[src/hw/rtl/pdtq_pkg.sv]
`default_nettype none
package pdtq_pkg;

  localparam int RootCount = 3;

  // Action codes of an input word.
  localparam logic [2:0] ACT_PRIO_ENQ   = 3'd0;
  localparam logic [2:0] ACT_DELTA_ENQ  = 3'd1;
  localparam logic [2:0] ACT_DEQUEUE    = 3'd2;
  localparam logic [2:0] ACT_DETACH     = 3'd3;
  localparam logic [2:0] ACT_DETACH_DLT = 3'd4;

  // Status codes of a result word.
  localparam logic [2:0] ST_OK         = 3'd0;
  localparam logic [2:0] ST_BAD_ID     = 3'd1;
  localparam logic [2:0] ST_QUEUED     = 3'd2;
  localparam logic [2:0] ST_NOT_QUEUED = 3'd3;
  localparam logic [2:0] ST_EMPTY      = 3'd4;

  // Queue word between the front and the back part.
  typedef struct packed {
    logic [2:0]  action;
    logic [1:0]  list_select;
    logic [7:0]  thread_id;
    logic [31:0] sort_key;
  } cmd_t;

  typedef struct packed {
    logic [2:0] status;
    logic [7:0] thread_out;
  } rsp_t;

  typedef enum logic [2:0] {
    ST_IDLE,
    ST_CHECK,
    ST_WALK,
    ST_LINK,
    ST_DONE
  } exec_state_t;

endpackage
`default_nettype wire

[src/hw/rtl/pdtq_if.sv]
`default_nettype none
interface pdtq_if #(
  parameter int Width = 8
);
  logic             valid;
  logic             ready;
  logic [Width-1:0] data;

  modport source (output valid, output data, input ready);
  modport sink (input valid, input data, output ready);
endinterface
`default_nettype wire

[src/hw/rtl/pdtq_front.sv]
`default_nettype none
module pdtq_front
  import pdtq_pkg::*;
(
  input  wire logic clk,
  input  wire logic rst_n,
  input  wire logic in_valid,
  output logic      in_ready,
  input  wire cmd_t in_cmd,
  output logic      q_valid,
  input  wire logic q_ready,
  output cmd_t      q_cmd
);

  // Two-entry queue so the front accepts while the back part works.
  cmd_t       mem_r [2];
  logic       wptr_r, rptr_r;
  logic [1:0] cnt_r;

  assign in_ready = (cnt_r != 2'd2);
  assign q_valid  = (cnt_r != 2'd0);
  assign q_cmd    = mem_r[rptr_r];

  always_ff @(posedge clk) begin
    if (in_valid && in_ready) begin
      mem_r[wptr_r] <= in_cmd;
    end
  end

  always_ff @(posedge clk) begin
    if (!rst_n) begin
      wptr_r <= 1'b0;
      rptr_r <= 1'b0;
      cnt_r  <= 2'd0;
    end else begin
      if (in_valid && in_ready) wptr_r <= ~wptr_r;
      if (q_valid && q_ready) rptr_r <= ~rptr_r;
      cnt_r <= cnt_r + {1'b0, in_valid && in_ready} - {1'b0, q_valid && q_ready};
    end
  end

endmodule
`default_nettype wire

[src/hw/rtl/pdtq_back.sv]
`default_nettype none
module pdtq_back
  import pdtq_pkg::*;
#(
  parameter int ThreadCount = 16
) (
  input  wire logic clk,
  input  wire logic rst_n,
  input  wire logic q_valid,
  output logic      q_ready,
  input  wire cmd_t q_cmd,
  output logic      r_valid,
  input  wire logic r_ready,
  output rsp_t      r_rsp
);

  localparam int LinkW    = $clog2(ThreadCount + RootCount + 1);
  localparam int IdxW     = $clog2(ThreadCount);
  localparam int StepW    = $clog2(ThreadCount + 1);
  localparam logic [LinkW-1:0] LinkNull = LinkW'(ThreadCount + RootCount);

  // Node table and roots in flip-flops.
  logic [LinkW-1:0] nnext_r [ThreadCount];
  logic [LinkW-1:0] nprev_r [ThreadCount];
  logic [31:0]      nkey_r  [ThreadCount];
  logic [LinkW-1:0] rhead_r [RootCount];
  logic [LinkW-1:0] rtail_r [RootCount];

  exec_state_t state_r, state_nxt;
  cmd_t        cmd_r;
  logic [LinkW-1:0] cur_r;
  logic [31:0]      delay_r;
  logic [StepW-1:0] steps_r;
  rsp_t        rsp_r;
  rsp_t        out_r;
  logic        rv_r;

  function automatic logic is_node(input logic [LinkW-1:0] l);
    return l < LinkW'(ThreadCount);
  endfunction

  logic [IdxW-1:0]  tid;
  logic [1:0]       sel;
  logic             id_ok, sel_ok, linked_any, linked_all;
  logic [IdxW-1:0]  cur_i;
  logic [31:0]      cur_key;
  logic             walk_go;
  logic [LinkW-1:0] ins_at, ins_prev, root_code;

  assign tid        = cmd_r.thread_id[IdxW-1:0];
  assign sel        = cmd_r.list_select;
  assign id_ok      = {24'd0, cmd_r.thread_id} < 32'(ThreadCount);
  assign sel_ok     = sel < 2'd3;
  assign linked_any = (nnext_r[tid] != LinkNull) || (nprev_r[tid] != LinkNull);
  assign linked_all = (nnext_r[tid] != LinkNull) && (nprev_r[tid] != LinkNull);
  assign cur_i      = cur_r[IdxW-1:0];
  assign cur_key    = nkey_r[cur_i];
  assign root_code  = LinkW'(ThreadCount) + LinkW'(sel);
  assign walk_go    = is_node(cur_r) && (steps_r < StepW'(ThreadCount)) &&
                      ((cmd_r.action == ACT_DELTA_ENQ) ? (delay_r >= cur_key)
                                                       : (cur_key <= cmd_r.sort_key));
  assign ins_at     = is_node(cur_r) ? cur_r : root_code;
  assign ins_prev   = is_node(cur_r) ? nprev_r[cur_i] : rtail_r[sel];

  assign q_ready = (state_r == ST_IDLE);
  assign r_valid = rv_r;
  assign r_rsp   = out_r;

  // Next-state logic.
  always_comb begin
    state_nxt = state_r;
    case (state_r)
      ST_IDLE:  if (q_valid) state_nxt = ST_CHECK;
      ST_CHECK: begin
        if ((cmd_r.action == ACT_PRIO_ENQ || cmd_r.action == ACT_DELTA_ENQ) &&
            id_ok && !linked_any && sel_ok) begin
          state_nxt = ST_WALK;
        end else begin
          state_nxt = ST_DONE;
        end
      end
      ST_WALK:  if (!walk_go) state_nxt = ST_LINK;
      ST_LINK:  state_nxt = ST_DONE;
      ST_DONE:  if (!rv_r || r_ready) state_nxt = ST_IDLE;
      default:  state_nxt = ST_IDLE;
    endcase
  end

  // Output register: loaded from the finished result when the slot is free.
  always_ff @(posedge clk) begin
    if (!rst_n) begin
      rv_r <= 1'b0;
    end else if (state_r == ST_DONE && (!rv_r || r_ready)) begin
      rv_r  <= 1'b1;
      out_r <= rsp_r;
    end else if (rv_r && r_ready) begin
      rv_r <= 1'b0;
    end
  end

  // Datapath: checks, list walk, relinking and the working result.
  always_ff @(posedge clk) begin
    logic [IdxW-1:0] h, si, pi;
    logic [LinkW-1:0] s, p;
    if (!rst_n) begin
      state_r <= ST_IDLE;
      for (int i = 0; i < ThreadCount; i++) begin
        nnext_r[i] <= LinkNull;
        nprev_r[i] <= LinkNull;
        nkey_r[i]  <= '1;
      end
      for (int r = 0; r < RootCount; r++) begin
        rhead_r[r] <= LinkW'(ThreadCount + r);
        rtail_r[r] <= LinkW'(ThreadCount + r);
      end
    end else begin
      state_r <= state_nxt;
      case (state_r)
        ST_IDLE: begin
          if (q_valid) cmd_r <= q_cmd;
          rsp_r <= '{status: ST_OK, thread_out: 8'd0};
        end
        ST_CHECK: begin
          cur_r   <= sel_ok ? rhead_r[sel] : LinkNull;
          delay_r <= cmd_r.sort_key;
          steps_r <= '0;
          case (cmd_r.action)
            ACT_PRIO_ENQ, ACT_DELTA_ENQ: begin
              if (!id_ok) rsp_r.status <= ST_BAD_ID;
              else if (linked_any) rsp_r.status <= ST_QUEUED;
              else if (!sel_ok) rsp_r.status <= ST_EMPTY;
            end
            ACT_DEQUEUE: begin
              if (!sel_ok || !is_node(rhead_r[sel])) begin
                rsp_r.status <= ST_EMPTY;
              end else begin
                h = rhead_r[sel][IdxW-1:0];
                s = nnext_r[h];
                si = s[IdxW-1:0];
                if (sel == 2'd1 && is_node(s)) nkey_r[si] <= nkey_r[si] + nkey_r[h];
                if (is_node(s)) nprev_r[si] <= root_code;
                else rtail_r[sel] <= root_code;
                rhead_r[sel] <= s;
                nnext_r[h] <= LinkNull;
                nprev_r[h] <= LinkNull;
                rsp_r.thread_out <= 8'(h);
              end
            end
            ACT_DETACH, ACT_DETACH_DLT: begin
              if (!id_ok) rsp_r.status <= ST_BAD_ID;
              else if (!linked_all) rsp_r.status <= ST_NOT_QUEUED;
              else begin
                s = nnext_r[tid];
                p = nprev_r[tid];
                si = s[IdxW-1:0];
                pi = p[IdxW-1:0];
                if (cmd_r.action == ACT_DETACH_DLT && is_node(s)) begin
                  nkey_r[si] <= nkey_r[si] + nkey_r[tid];
                end
                if (is_node(p)) nnext_r[pi] <= s;
                else if (p < LinkNull) rhead_r[2'(p - LinkW'(ThreadCount))] <= s;
                if (is_node(s)) nprev_r[si] <= p;
                else if (s < LinkNull) rtail_r[2'(s - LinkW'(ThreadCount))] <= p;
                nnext_r[tid] <= LinkNull;
                nprev_r[tid] <= LinkNull;
                nkey_r[tid]  <= '1;
              end
            end
            default: ;
          endcase
        end
        ST_WALK: begin
          if (walk_go) begin
            if (cmd_r.action == ACT_DELTA_ENQ) delay_r <= delay_r - cur_key;
            cur_r   <= nnext_r[cur_i];
            steps_r <= steps_r + 1'b1;
          end
        end
        ST_LINK: begin
          pi = ins_prev[IdxW-1:0];
          if (is_node(ins_prev)) nnext_r[pi] <= LinkW'(tid);
          else if (ins_prev < LinkNull) begin
            rhead_r[2'(ins_prev - LinkW'(ThreadCount))] <= LinkW'(tid);
          end
          nprev_r[tid] <= ins_prev;
          nnext_r[tid] <= ins_at;
          if (is_node(ins_at)) nprev_r[cur_i] <= LinkW'(tid);
          else rtail_r[sel] <= LinkW'(tid);
          if (cmd_r.action == ACT_DELTA_ENQ) begin
            nkey_r[tid] <= delay_r;
            if (is_node(ins_at) && pi != cur_i) nkey_r[cur_i] <= cur_key - delay_r;
            else if (is_node(ins_at)) nkey_r[cur_i] <= cur_key - delay_r;
          end else begin
            nkey_r[tid] <= cmd_r.sort_key;
          end
        end
        default: ;
      endcase
    end
  end

endmodule
`default_nettype wire

[src/hw/rtl/priority_and_delta_thread_queues_top.sv]
`default_nettype none
// Thread queue block: ready, sleep and reap lists over a table of thread nodes.
// An enqueue walks n nodes (at most THREAD_COUNT); the walk visits one node a cycle.
// The back part takes a new word only when idle, so it finishes one word before it
// takes the next; a two-word queue decouples the input side.
// Reset (synchronous, active low) empties every list and sets all keys to ones.
module priority_and_delta_thread_queues_top
  import pdtq_pkg::*;
#(
  parameter int THREAD_COUNT = 16
) (
  input wire logic clk,
  input wire logic rst_n,
  pdtq_if.sink     in_ch,
  pdtq_if.source   out_ch
);

  cmd_t in_cmd, q_cmd;
  rsp_t r_rsp;
  logic q_valid, q_ready;

  assign in_cmd = in_ch.data;
  assign out_ch.data = r_rsp;

  pdtq_front u_front (
    .clk      (clk),
    .rst_n    (rst_n),
    .in_valid (in_ch.valid),
    .in_ready (in_ch.ready),
    .in_cmd   (in_cmd),
    .q_valid  (q_valid),
    .q_ready  (q_ready),
    .q_cmd    (q_cmd)
  );

  pdtq_back #(.ThreadCount(THREAD_COUNT)) u_back (
    .clk     (clk),
    .rst_n   (rst_n),
    .q_valid (q_valid),
    .q_ready (q_ready),
    .q_cmd   (q_cmd),
    .r_valid (out_ch.valid),
    .r_ready (out_ch.ready),
    .r_rsp   (r_rsp)
  );

endmodule
`default_nettype wire

[src/flat_wrapper.sv]
// flat-port wrapper written by rule: the top's interface ports become plain ports
module priority_and_delta_thread_queues_top_flat import pdtq_pkg::*;
#(
  parameter int THREAD_COUNT = 16
)
  (clk, rst_n, in_ch_valid, in_ch_data, in_ch_ready, out_ch_valid, out_ch_data, out_ch_ready);
  pdtq_if #(.Width($bits(cmd_t))) in_ch_i ();
  pdtq_if #(.Width($bits(rsp_t))) out_ch_i ();
  input wire logic clk;
  input wire logic rst_n;
  input wire logic [$bits(in_ch_i.valid)-1:0] in_ch_valid;
  input wire logic [$bits(in_ch_i.data)-1:0] in_ch_data;
  output wire logic [$bits(in_ch_i.ready)-1:0] in_ch_ready;
  output wire logic [$bits(out_ch_i.valid)-1:0] out_ch_valid;
  output wire logic [$bits(out_ch_i.data)-1:0] out_ch_data;
  input wire logic [$bits(out_ch_i.ready)-1:0] out_ch_ready;
  assign in_ch_i.valid = in_ch_valid;
  assign in_ch_i.data = in_ch_data;
  assign in_ch_ready = in_ch_i.ready;
  assign out_ch_valid = out_ch_i.valid;
  assign out_ch_data = out_ch_i.data;
  assign out_ch_i.ready = out_ch_ready;
  priority_and_delta_thread_queues_top #(.THREAD_COUNT(THREAD_COUNT)) u_core (.clk(clk), .rst_n(rst_n), .in_ch(in_ch_i), .out_ch(out_ch_i));
endmodule
[config.mk]
export PLATFORM = sky130hd
export DESIGN_NAME = priority_and_delta_thread_queues_top_flat
export DESIGN_NICKNAME = d
export VERILOG_FILES = /design/src/hw/rtl/pdtq_pkg.sv /design/src/hw/rtl/pdtq_if.sv /design/src/hw/rtl/pdtq_front.sv /design/src/hw/rtl/pdtq_back.sv /design/src/hw/rtl/priority_and_delta_thread_queues_top.sv /design/src/flat_wrapper.sv
export SDC_FILE = /design/constraint.sdc
export NUM_CORES = 2
export LEC_CHECK = 0
export CAP_MARGIN = 20
export CORE_ASPECT_RATIO = 2
export CORE_MARGIN = 5
export CORE_UTILIZATION = 40
export CTS_BUF_LIST = sky130_fd_sc_hd__clkbuf_4
export DETAILED_ROUTE_END_ITERATION = 10
export DONT_BUFFER_PORTS = 1
export HOLD_SLACK_MARGIN = 0.1
export PLACE_DENSITY = 0.51
export SYNTH_ARGS = -nofsm -noshare
export SYNTH_HDL_FRONTEND = slang
export SYNTH_SLANG_ARGS = --single-unit
export TNS_END_PERCENT = 5
[constraint.sdc]
create_clock -name clk -period 21.2 [get_ports clk]
set_input_delay 3.18 -clock clk [delete_from_list [all_inputs] [get_ports clk]]
set_output_delay 3.18 -clock clk [all_outputs]
set_load 0.02 [all_outputs]
==> out/qor.txt <==
total of hold buffers inserted after clock tree synthesis -> 0
count of port buffers added during placement -> 0
worst min-delay path endpoint -> u_core.u_back.r_rsp[3]
overall die area -> 185000 sq um
capture instance of the worst register-to-register path -> u_core.u_back.nkey_r[11][19]
mean cell area of the mapped netlist -> 11.1 sq um
unrepaired setup endpoints after global routing -> no
Yosys warning total -> 0
R2R depth -> 28
y dimension of the die -> 603 um
Worst Skew -> 97.1 ps
worst reg2reg startpoint -> u_core.u_back.sel[0]
final core utilization -> 43.5%
static power due to leakage -> 0.0240 uW
remaining antenna violation count -> 0
max-cap violation count -> 0
category of the most critical setup path -> flip-flop to flip-flop
Floorplan Core Area -> 175000 sq um
library cell contributing the largest single delay on the critical path -> sky130_fd_sc_hd__mux4_4
layout filler cell count -> 16711
hold path cells -> 0
share of synthesized flip-flops with an asynchronous set or reset -> 0%
normalized max-slew margin -> 13.5%
proportion of power drawn by the clock network -> 16.6%
Site Rows -> 217
clock buffer count from CTS -> 220
CTS tree -> built
largest area contributor in the netlist -> sky130_fd_sc_hd__edfxtp_1
largest net degree at the start of global routing -> 133
worst endpoint required time -> 22260 ps
critical path's largest stage delay -> 1010 ps
H-Tree Depth -> 4
later-pin clock latency in the skew report -> 1250 ps
number of global-route vias before repair -> 62697
worst-case clock buffer depth -> 4
number of antenna violations at the first check in global routing -> 16
fraction of power spent switching nets -> 52.7%
remaining global-route overflow -> 0
Mapped Area -> 70400 sq um
dominant register cell in the synthesized netlist -> sky130_fd_sc_hd__edfxtp_1
HPWL after DPL -> 244000 um
ratio of final minimum period to clock period -> 50.7%
cell repeated most along the worst path -> sky130_fd_sc_hd__o21ai_0
clock-pin slew on the worst setup and hold paths -> 90 ps
library cell used as clock root buffer -> sky130_fd_sc_hd__clkbuf_4
initial standard-cell utilization of the core -> 40.3%
sequential area share after synthesis -> 38.8%
Worst setup SP type -> flip-flop
vias per inst -> 7.37
buffers inserted by post-CTS timing repair -> 0
Total Wirelength -> 373000 um
aggregate negative setup slack -> 0 ps
share of final-layout standard cells stronger than drive strength 1 -> 23.1%
WL per Instance -> 43.2 um
number of slew-limit violations in the final report -> 0
Area growth, synth to finish -> 8.05%
Area contributors post-synth -> sky130_fd_sc_hd__edfxtp_1 (38%), sky130_fd_sc_hd__mux4_2 (22%), sky130_fd_sc_hd__nand2_1 (4.8%)
synthesized instance count -> 6326
outcome -> finished, final reports clean
flip-flop and latch count after synthesis -> 914
Max Fanout on Critical Path -> 89
worst path arrival time -> 11800 ps
# IOs -> 62
drt first pass iters -> 9
DRC Markers -> 0
DRC marker count from the first detailed-route iteration -> 9521
maximum resistive drop on vdd -> 135 uV
Final setup violation count -> 0
post-cts sizing count -> 0
count of distinct cell types in the synthesized netlist -> 100
overall global routing resource usage -> 39.2%
proportion of netlist area held by the largest area contributor -> 38.5%
startpoint of the lowest-slack hold path -> u_core.u_back.rsp_r[3]
Hold WC Path Type -> flip-flop to flip-flop
routability cong. -> 1.01
number of flops mapped to enable cells by yosys -> 902
upper clock frequency limit -> 93.0 MHz
actual transition at the worst max-transition pin -> 1290 ps
Final Hold Viols -> 0
register share of total power -> 23.1%
Horiz. Die Dim -> 307 um
CP Capture Type -> flip-flop
worst setup slack for register-to-register paths -> 10450 ps
via count -> 63683
total power density per cell area -> 122 nW/um^2
Power Internal -> 4390 uW
Min Clock Period, post-route -> 10750 ps
first-pass GRT wire length -> 504000 um
part of the total power dissipated in combinational logic -> 60.4%
net count reported at finish -> 6384
Sink Count -> 914
NetSw -> 4890 uW
==> registers in the layout, indices dropped and copies added (netlist names), 19 cells and up, named ones only <==
name and count:
u_core.u_back.cmd_r 43, u_core.u_back.delay_r 32, u_core.u_back.nkey_r 512, u_core.u_back.nnext_r 80, u_core.u_back.nprev_r 80, u_core.u_back.rhead_r 19, u_core.u_back.rtail_r 20, u_core.u_front.mem_r 90
==> layout by cell type, fill, tap and decap left out, types with 34 or more instances in the layout <==
cell / instances
sky130_fd_sc_hd__inv_1: 143
sky130_fd_sc_hd__mux4_2: 670
sky130_fd_sc_hd__mux2_2: 57
sky130_fd_sc_hd__nand2b_1: 40
sky130_fd_sc_hd__a21o_1: 82
sky130_fd_sc_hd__a311oi_1: 98
sky130_fd_sc_hd__and3_1: 157
sky130_fd_sc_hd__and2_1: 68
sky130_fd_sc_hd__buf_4: 208
sky130_fd_sc_hd__ha_1: 160
sky130_fd_sc_hd__edfxtp_1: 902
sky130_fd_sc_hd__nor2_4: 34
sky130_fd_sc_hd__clkinv_1: 49
sky130_fd_sc_hd__a21oi_1: 334
sky130_fd_sc_hd__nand3_1: 223
sky130_fd_sc_hd__nor3_1: 60
sky130_fd_sc_hd__nor2_1: 276
sky130_fd_sc_hd__nand2_1: 889
sky130_fd_sc_hd__o21ai_0: 138
sky130_fd_sc_hd__a211oi_1: 51
sky130_fd_sc_hd__a31oi_1: 131
sky130_fd_sc_hd__xnor2_1: 83
sky130_fd_sc_hd__a22oi_1: 433
sky130_fd_sc_hd__clkbuf_4: 303
sky130_fd_sc_hd__xor2_1: 43
sky130_fd_sc_hd__mux2i_1: 115
==> power groups by stage <==
| stage | registers [uW] | logic [uW] | clock network [uW] |
|---|---|---|---|
| 4_1_cts | 2140 | 5340 | 1550 |
| 3_5_place_dp | 2180 | 5320 | 0 |
| 2_1_floorplan | 2130 | 3370 | 0 |
| 6_report | 2140 | 5600 | 1540 |
| 3_3_place_gp | 2180 | 5290 | 0 |
| 5_1_grt | 2150 | 5790 | 1630 |
==> cells by family (layout without fill, tap and decap cells) <==
group                    count (synthesis)  in the layout  share of synthesized area, %
buffers and inverters                  760            752                          4.38
flip-flops                             914            914                          38.8
XOR/XNOR                               126            126                          1.57
AND/OR/NAND/NOR                       1939           1939                          12.9
other                                    1             23                       0.00532
adder cells (fa/ha/maj)                164            164                          2.96
multiplexers                           851            851                          24.2
AO/OA/AOI/OAI                         1571           1571                          15.2
==> synth_stat cells, types with 19 or more instances <==
library cell                 n
sky130_fd_sc_hd__buf_2      79
sky130_fd_sc_hd__mux4_2    673
sky130_fd_sc_hd__ha_1      160
sky130_fd_sc_hd__nor3_1     60
sky130_fd_sc_hd__o31ai_1    23
sky130_fd_sc_hd__nand4_1    26
sky130_fd_sc_hd__a311oi_1   98
sky130_fd_sc_hd__inv_1     143
sky130_fd_sc_hd__xnor2_1    83
sky130_fd_sc_hd__nand2b_1   41
sky130_fd_sc_hd__o21ai_1    25
sky130_fd_sc_hd__nand3_1   230
sky130_fd_sc_hd__o21a_1     31
sky130_fd_sc_hd__clkbuf_1  427
sky130_fd_sc_hd__nor2_1    288
sky130_fd_sc_hd__o211ai_1   31
sky130_fd_sc_hd__nor2b_1    31
sky130_fd_sc_hd__buf_1      81
sky130_fd_sc_hd__and2_1     69
sky130_fd_sc_hd__a32oi_1    29
sky130_fd_sc_hd__mux2_2     58
sky130_fd_sc_hd__o22ai_1    29
sky130_fd_sc_hd__nand2_1   893
sky130_fd_sc_hd__mux2i_1   117
sky130_fd_sc_hd__a31oi_1   133
sky130_fd_sc_hd__edfxtp_1  902
sky130_fd_sc_hd__a22oi_1   433
sky130_fd_sc_hd__buf_4      19
sky130_fd_sc_hd__a21o_1     82
sky130_fd_sc_hd__xor2_1     43
sky130_fd_sc_hd__o21ai_0   140
sky130_fd_sc_hd__and3_1    158
sky130_fd_sc_hd__a21oi_1   338
sky130_fd_sc_hd__a211oi_1   81
==> final cells by class <==
type,count,area (sq um),area share [%]
tap,2299,2880,3.78
sequential,914,27300,35.9
timing repair buffer,228,1920,2.53
inverter,148,567,0.745
clock inverter,74,460,0.605
clock buffer,302,2270,2.98
antenna,15,37.5,0.0493
multi-input combinational,4659,40600,53.4
==> routing by layer <==
layer	vias up	GRT usage (%)	routed length, um
met3	2014	9.74	36900
met4	12	42.6	53400
met1	31634	38.7	108000
li1	24776	-	-
met5	-	0	115
met2	5247	63.7	175000
==> how the worst max path moves through the flow <==
stage / from / endpoint / slack (ps) / cells after the start
global placement: u_core.u_back.sel[0] / u_core.u_back.nkey_r[1][26] / 10720 / 28
floorplan: flip-flop / u_core.u_back.nkey_r[11][26] / 13990 / 23
CTS: u_core.u_back.sel[0] / u_core.u_back.nkey_r[1][26] / 10650 / 28
finish: u_core.u_back.sel[0] / u_core.u_back.nkey_r[11][19] / 10450 / 28
global route: u_core.u_back.sel[0] / u_core.u_back.nkey_r[2][30] / 10060 / 28
detailed placement: u_core.u_back.sel[0] / u_core.u_back.nkey_r[1][26] / 10780 / 28
==> per-stage QoR <==
| step | area, sq um | total power, uW | std cells | setup WS (ps) | hold WS, ps |
|---|---|---|---|---|---|
| 3_5_place_dp | 73100 | 7500 | 8231 | 10780 | 408 |
| 6_report | 76100 | 9280 | 8639 | 10450 | 420 |
| 5_1_grt | 76100 | 9560 | 8627 | 10060 | 443 |
| 3_3_place_gp | 73100 | 7470 | 8227 | 10720 | 406 |
| 2_1_floorplan | 70500 | 5510 | 6333 | 13990 | 400 |
| 4_1_cts | 75900 | 9030 | 8607 | 10650 | 428 |
==> critical path, delay by kind of cell (launching register included) <==
family          cells  cell delay, ps
compound gates     14            4340
fa+ha+maj           1             390
buf+inv             4            2140
flops               1             330
mux                 1            1010
simple gates        7            1850
xor+xnor            1             180
Note: power is estimated with default switching activity, not from simulation.
